--- config.mk ---
export PLATFORM = sky130hd
export DESIGN_NAME = bset_ctrl
export DESIGN_NICKNAME = d
export VERILOG_FILES = /design/src/rtl/core/bset_pkg.sv /design/src/rtl/core/bset_ctrl.sv
export SDC_FILE = /design/constraint.sdc
export NUM_CORES = 1
export LEC_CHECK = 0
export BUFFER_PORTS_ARGS = -buffer_cell sky130_fd_sc_hd__buf_2
export CAP_MARGIN = 10
export CORE_AREA = 2 2 39 41
export DETAILED_ROUTE_END_ITERATION = 10
export DIE_AREA = 0 0 41 43
export GPL_TIMING_DRIVEN = 0
export PLACE_DENSITY = 0.74
export REMOVE_ABC_BUFFERS = 1
export SETUP_SLACK_MARGIN = 0.15
export SLEW_MARGIN = 20
export SYNTH_ARGS = -nofsm -noshare
export SYNTH_HDL_FRONTEND = slang
export SYNTH_SLANG_ARGS = --single-unit
--- constraint.sdc ---
create_clock -name clk -period 2.7 [get_ports clk]
set_input_delay 0.135 -clock clk [delete_from_list [all_inputs] [get_ports clk]]
set_output_delay 0.135 -clock clk [all_outputs]
set_load 0.02 [all_outputs]
--- src/rtl/core/bset_pkg.sv ---
// Shared types and constants for the bucketed sorted edit table.
// No dependencies; used by the controller, the datapath and the top level.
package bset_pkg;

	// Request operation codes
	typedef enum logic [1:0] {
		OP_SET    = 2'd0,
		OP_PROBE  = 2'd1,
		OP_REPLAY = 2'd2,
		OP_TICK   = 2'd3
	} op_t;

	// Frames the pool-full message stays up
	localparam logic [6:0] MSG_FRAMES = 7'd90;

	typedef struct packed {
		op_t          op;
		logic [15:0]  pos_x;
		logic [15:0]  pos_y;
		logic [15:0]  pos_z;
		logic [7:0]   new_block;
		logic         new_valid;
		logic [7:0]   current_block;
		logic         column_ready;
		logic         column_resident;
		logic [9:0]   entry_index;
	} in_t;

	typedef struct packed {
		logic         accepted;
		logic         write_cell;
		logic [7:0]   rec_x;
		logic [6:0]   rec_y;
		logic [7:0]   rec_z;
		logic [7:0]   rec_block;
		logic         rec_valid;
		logic         rec_last;
		logic         message_active;
		logic [31:0]  overflow_count;
		logic [10:0]  edit_count;
	} out_t;

	// Controller states
	typedef enum logic [4:0] {
		ST_CLR, ST_IDLE, ST_DEC, ST_RDLO, ST_RDHI, ST_HIW, ST_REP, ST_REPW,
		ST_SRCH, ST_SCMP, ST_ACT, ST_RMRD, ST_RMWR, ST_INRD, ST_INWR,
		ST_BSRD, ST_BSWR, ST_FIN
	} state_t;

	// Datapath commands
	typedef enum logic [4:0] {
		CMD_NONE, CMD_CLR, CMD_LOAD, CMD_DEC, CMD_RDLO, CMD_RDHI, CMD_HIW,
		CMD_REP, CMD_REPW, CMD_SRCH, CMD_SCMP, CMD_ACT, CMD_RMRD, CMD_RMWR,
		CMD_INRD, CMD_INWR, CMD_BSRD, CMD_BSWR, CMD_FIN
	} cmd_t;

	// What a set or probe does after the search
	typedef enum logic [1:0] {
		ACT_DONE,
		ACT_REMOVE,
		ACT_INSERT
	} act_t;

	typedef struct packed {
		cmd_t cmd;
	} ctl_t;

	typedef struct packed {
		logic clr_last;
		logic go;
		logic is_rep;
		logic srch_more;
		logic key_eq;
		act_t act;
		logic rm_more;
		logic in_more;
		logic bs_more;
	} sts_t;

endpackage

--- src/rtl/core/bset_ctrl.sv ---
// Controller state machine for the bucketed sorted edit table.
// Depends on bset_pkg; drives commands to bset_dpath and reads its status.
module bset_ctrl (
	input  logic            clk,
	input  logic            arst_n,
	input  logic            start,
	input  bset_pkg::sts_t  sts,
	output bset_pkg::ctl_t  ctl,
	output logic            busy
);
	import bset_pkg::*;

	state_t state_q, state_d;

	// State register; reset starts the bucket table clear
	always_ff @(posedge clk or negedge arst_n) begin
		if (!arst_n) begin
			state_q <= ST_CLR;
		end else begin
			state_q <= state_d;
		end
	end

	// Next state
	always_comb begin
		state_d = state_q;
		case (state_q)
			ST_CLR:  if (sts.clr_last) state_d = ST_IDLE;
			ST_IDLE: if (start) state_d = ST_DEC;
			ST_DEC:  state_d = sts.go ? ST_RDLO : ST_FIN;
			ST_RDLO: state_d = ST_RDHI;
			ST_RDHI: state_d = ST_HIW;
			ST_HIW:  state_d = sts.is_rep ? ST_REP : ST_SRCH;
			ST_REP:  state_d = ST_REPW;
			ST_REPW: state_d = ST_FIN;
			ST_SRCH: state_d = sts.srch_more ? ST_SCMP : ST_ACT;
			ST_SCMP: state_d = sts.key_eq ? ST_ACT : ST_SRCH;
			ST_ACT: begin
				case (sts.act)
					ACT_REMOVE: state_d = ST_RMRD;
					ACT_INSERT: state_d = ST_INRD;
					default:    state_d = ST_FIN;
				endcase
			end
			ST_RMRD: state_d = sts.rm_more ? ST_RMWR : ST_BSRD;
			ST_RMWR: state_d = ST_RMRD;
			ST_INRD: state_d = sts.in_more ? ST_INWR : ST_BSRD;
			ST_INWR: state_d = ST_INRD;
			ST_BSRD: state_d = sts.bs_more ? ST_BSWR : ST_FIN;
			ST_BSWR: state_d = ST_BSRD;
			ST_FIN:  state_d = ST_IDLE;
			default: state_d = ST_IDLE;
		endcase
	end

	// Outputs
	always_comb begin
		busy    = (state_q != ST_IDLE);
		ctl.cmd = CMD_NONE;
		case (state_q)
			ST_CLR:  ctl.cmd = CMD_CLR;
			ST_IDLE: ctl.cmd = start ? CMD_LOAD : CMD_NONE;
			ST_DEC:  ctl.cmd = CMD_DEC;
			ST_RDLO: ctl.cmd = CMD_RDLO;
			ST_RDHI: ctl.cmd = CMD_RDHI;
			ST_HIW:  ctl.cmd = CMD_HIW;
			ST_REP:  ctl.cmd = CMD_REP;
			ST_REPW: ctl.cmd = CMD_REPW;
			ST_SRCH: ctl.cmd = CMD_SRCH;
			ST_SCMP: ctl.cmd = CMD_SCMP;
			ST_ACT:  ctl.cmd = CMD_ACT;
			ST_RMRD: ctl.cmd = CMD_RMRD;
			ST_RMWR: ctl.cmd = CMD_RMWR;
			ST_INRD: ctl.cmd = CMD_INRD;
			ST_INWR: ctl.cmd = CMD_INWR;
			ST_BSRD: ctl.cmd = CMD_BSRD;
			ST_BSWR: ctl.cmd = CMD_BSWR;
			ST_FIN:  ctl.cmd = CMD_FIN;
			default: ctl.cmd = CMD_NONE;
		endcase
	end

endmodule

# After elaboration in Yosys (flattened, before gate mapping)
# Cells that the tools add are included.
op_classes:
  mul: 0
  n_bitwise: 0
  n_eq_ne: 22
  div_mod_pow: 0
  muxes: 13
  addsub: 0
  n_shift: 0
  reduce_logical: 2
  order_cmp: 0
ops:
  columns: ["operator", "count"]
  rows:
  - ["case mux 5 bit (18 select lines)", 1]
  - ["case mux 5 bit (17 select lines)", 1]
  - ["equality test 5 x 4 -> 1 bit (second input constant)", 8]
  - ["equality test 5 x 3 -> 1 bit (second input constant)", 4]
  - ["two-way mux 5 bit", 3]
  - ["equality test 5 x 2 -> 1 bit (second input constant)", 2]
  - ["equality test 5 bit (second input constant)", 2]
  - ["case mux 5 bit (2 select lines)", 1]
  - ["two-way mux 2 bit", 4]
  - ["equality test 5 x 1 -> 1 bit (second input constant)", 1]
  - ["logical NOT 5 bit", 1]
  - ["inequality test 5 x 1 -> 1 bit (second input constant)", 1]
  - ["two-way mux 4 bit", 1]
  - ["inequality test 2 bit (second input constant)", 2]
  - ["equality test 2 x 1 -> 1 bit (second input constant)", 1]
  - ["equality test 2 bit (second input constant)", 1]
  - ["two-way mux 1 bit", 2]
  - ["AND reduction 2 bit", 1]
word_totals:
  input_bits: 13
  romBits: 0
  latch_bits: 0
  n_memories: 0
  word_cells: 38
  ram_bits: 0
  reg_bits: 5

# Depth between registers and ports, before layout
logic_depth:
  ltp_word: 3
  ltp_mapped: 6
  mapped_depth_nobuf: 6

# Least setup slack after synthesis
# OpenSTA, ideal clock, no wires.
synth_timing:
  path_kind: "reg2out"
  from: "reg state_q[2]"
  to: "out ctl[4] (netlist bit)"
  setup_slack_ns: 1.212
  stages_incl_launch_ff: 5
  arrival_ns: 1.353
  path_buffers: 2
  path_cell_list: "dfrtp_1 buf_2 buf_2 nand3_1 o21ai_0"
synth_rtl:
  columns: ["item", "line_no", "text"]
  rows:
  - ["start: declaration", "bset_ctrl.sv:13", "state_t state_q, state_d;"]
  - ["start signal: assignment", "bset_ctrl.sv:20", "state_q <= state_d;"]
  - ["end: declaration", "bset_ctrl.sv:8", "output bset_pkg::ctl_t ctl,"]

# Final worst setup path
layout_timing:
  from: "reg state_q[1]"
  to: "out busy"
layout_between:
  elab_chain_cells: 1
layout_rtl:
  columns: ["item", "line_no", "text"]
  rows:
  - ["inequality test 5 x 1 -> 1 bit", "bset_ctrl.sv:58", "busy = (state_q != ST_IDLE);"]
  - ["end: declaration", "bset_ctrl.sv:9", "output logic busy"]
# No other way between the ends.

==> qor.txt <==
SYNTH
----------------------------------------------------------------------------------
Cell type contributing the most total cell area after synthesis       sky130_fd_sc_hd__dfrtp_1
Post-synth EDFFs                                                                 0
Combined area of all synthesized cells                                     651 um2
Number of storage elements in the synthesis netlist                              5
Number of library cell types mapped by synthesis                                41
Ranking of synthesized cells by instance count                        sky130_fd_sc_hd__a21oi_1, sky130_fd_sc_hd__buf_2, sky130_fd_sc_hd__dfrtp_1, sky130_fd_sc_hd__nor2_1
Cells after Synth                                                               87
Count of synthesis-stage warnings from yosys                                     0
Cell with the most instances after synthesis                          sky130_fd_sc_hd__a21oi_1
Sequential-to-total area share from yosys stat                               19.2%
Top cell type's share of synthesized area                                    19.2%
Post-synth ARST share                                                         100%
Mean post-synth cell area                                                 7.48 um2
Primary FF master, synth                                              sky130_fd_sc_hd__dfrtp_1
Leading post-synthesis cells by cell area                             sky130_fd_sc_hd__dfrtp_1, sky130_fd_sc_hd__a21oi_1, sky130_fd_sc_hd__buf_2

GRT
----------------------------------------------------------------------------------
Largest net degree at the start of global routing                               26
Vias in the first global route                                                 548
Initial antenna violation count                                                  0
Global-route total usage across every layer                                  19.3%
Wire length of the first global-routing pass                               2.39 mm
Total overflow reported by the global router                                     0

CLOCKING
----------------------------------------------------------------------------------
Clock tree sinks                                                                 5
Number of buffers added by the clock tree synthesis step                         3
# Post-CTS Setup Buffers                                                         0
Buffer type at the clock tree root                                    sky130_fd_sc_hd__clkbuf_4
Clk buf depth                                                                    2
Clock latency at the later pin of the worst-skew pair                       240 ps
Cells resized by post-CTS repair                                                 0
Register clock-pin slew on the reported worst setup and hold paths           40 ps
Count of H-tree levels built during CTS                                          1
TritonCTS clock tree                                                           yes
Hold buffers post-CTS                                                            1

ROUTE
----------------------------------------------------------------------------------
Post-DRT Antenna Nets                                                            0
Total length of routed met3 wires                                            81 um
Routed length on met1                                                       747 um
Residual DRC count                                                               0
Met2 Wirelength                                                             656 um
First-pass iteration count of the detailed router                                4
Max Used Layer                                                                met3
Starting DRC count in detailed routing                                           8
Drt via density                                                               5.81
Routed wire per std cell                                                   12.6 um
Detailed Route WL                                                          1.49 mm
Total number of vias                                                           685

LAYOUT
----------------------------------------------------------------------------------
Diodes inserted                                                                  0
Largest registers ranked by flip-flop count                            state_q (5)
Area added between synthesis and finish                                      15.2%
Net count, final                                                               118
Flip-flop count of the largest register, all copies and words added              5
Filler cell count                                                              145
Fraction of layout cells with a size suffix above 1                          24.5%
Register bank with the most flops                                          state_q
Final design utilization                                                     54.2%

CRITICAL PATH
----------------------------------------------------------------------------------
Sort of element at the start of the critical path                             flop
Required time of the critical path                                         2570 ps
Top fanout value on the critical path                                           23
Kind of end point of the critical path                                 output port
Type of the worst setup path                                          flop to output port
Data arrival time of the worst path                                        1880 ps

STA
----------------------------------------------------------------------------------
Max-Slew Margin vs Limit                                                     54.6%
Min Tclk post-route                                                        2020 ps
Final Setup Violations                                                           0
Final worst path period share                                                74.7%
PnR worst setup slack                                                       683 ps
Setup repair after global routing missed its margin                             no
Peak Freq                                                                  496 MHz
Slew @ Worst Pin                                                            681 ps
Clock tree skew after final layout                                         1.14 ps
Slew Viols, Final                                                                0
Hold Violations, Final                                                           0
Post-Route Setup TNS                                                          0 ps

PLACEMENT
----------------------------------------------------------------------------------
Final weighted congestion in routability-driven placement                    0.816
Worst setup timing slack at the placement stage                             890 ps
IO Port Bufs                                                                    18
Detailed placement HPWL                                                    1.01 mm

OUTCOME
----------------------------------------------------------------------------------
Outcome                                                               finished, final reports clean

FLOORPLAN
----------------------------------------------------------------------------------
Height of the chip                                                           43 um
Number of primary I/O pins                                                      19
Starting Density                                                             47.0%
Chip width                                                                   41 um
Standard-cell row count                                                         14
Overall die area                                                       0.00176 mm2
Area of the core region                                                0.00138 mm2

POWER AND IR DROP
----------------------------------------------------------------------------------
Pwr/cell area                                                          1250 mW/mm2
Leak Pwr                                                                  0.328 nW
Worst-case vdd ir drop                                                  0.000587 V

MIN PATH
----------------------------------------------------------------------------------
Class of the tightest hold or removal check                           input pin to asynchronous set/reset pin

RUN
----------------------------------------------------------------------------------
Maximum capacitance violations                                                   0

[layer usage]
layer / up-vias / GRT usage, %
li1: 356 / -
met1: 308 / 29.7
met2: 21 / 26.9
met3: 0 / 6.28
met4: 0 / 2.00
met5: - / 0
[cell families (layout without fill, tap and decap cells)]
group	count (synthesis)	in the layout	synth area share, %
AOI/OAI and AO/OA	32	32	32.1
and+or+nand+nor	32	32	31.3
buffers and inverters	14	29	10.8
DFF	5	5	19.2
adders and majority gates	2	2	3.85
xor gates and xnor gates	2	2	2.69
[through the flow]
| stage | total power, mW | instances | hold slack [ps] | cell area [um2] |
|---|---|---|---|---|
| CTS | 0.947 | 118 | 227 | 749 |
| finish | 0.938 | 118 | 240 | 749 |
| global placement | 0.842 | 113 | -51.4 | 713 |
| floorplan | 0.683 | 79 | -161 | 603 |
| detailed placement | 0.851 | 113 | -51.3 | 713 |
| global route | 1.03 | 118 | 246 | 749 |
[path summary, 6_finish.rpt]
path	startpoint	end	slack, ps	cells after the start
max in group asynchronous	arst_n	state_q[0]	2340	2
worst min register to register	state_q[4]	state_q[3]	780	1
min in group clk	sts[9]	state_q[0]	240	3
worst max-delay path	state_q[1]	busy	680	3
worst min-delay path	arst_n	state_q[3]	240	2
worst max register to register	state_q[1]	state_q[0]	880	4
[critical path, cell delays in order, from the launching register on]
cell	delay [ps]
sky130_fd_sc_hd__dfrtp_1	600
sky130_fd_sc_hd__or3_4	510
sky130_fd_sc_hd__or3b_1	360
sky130_fd_sc_hd__buf_2	170
[power breakdown]
part | internal, mW | switching [mW] | leakage [nW]
Combinational | 0.278 | 0.280 | 0.252
Sequential | 0.111 | 0.183 | 0.0614
Clock | 0.0559 | 0.0316 | 0.0150
[final cells by class]
cell class,count,area (um2),area share [%]
Multi-Input combinational cell,68,455,60.8
Tap cell,16,20.0,2.67
Timing Repair Buffer,19,100,13.4
Inverter,6,22.5,3.01
Sequential cell,5,125,16.7
Clock buffer,4,26.3,3.51
[cells in the final DEF (no fill, tap or decap), types with 2 or more instances in the layout]
master and n:
sky130_fd_sc_hd__a21o_1 2, sky130_fd_sc_hd__ha_1 2, sky130_fd_sc_hd__nor2b_1 4, sky130_fd_sc_hd__inv_2 2, sky130_fd_sc_hd__clkbuf_4 3, sky130_fd_sc_hd__a31oi_1 2
sky130_fd_sc_hd__and3b_1 2, sky130_fd_sc_hd__buf_2 18, sky130_fd_sc_hd__nand2_1 4, sky130_fd_sc_hd__a21oi_1 9, sky130_fd_sc_hd__o21ai_0 3, sky130_fd_sc_hd__o21ai_1 3
sky130_fd_sc_hd__o21a_1 2, sky130_fd_sc_hd__dfrtp_1 5, sky130_fd_sc_hd__nand3b_1 2, sky130_fd_sc_hd__o22ai_1 3, sky130_fd_sc_hd__or4_1 2, sky130_fd_sc_hd__inv_1 4
sky130_fd_sc_hd__nand2b_1 4, sky130_fd_sc_hd__nor2_1 5
(Power assumes the default switching activity.)
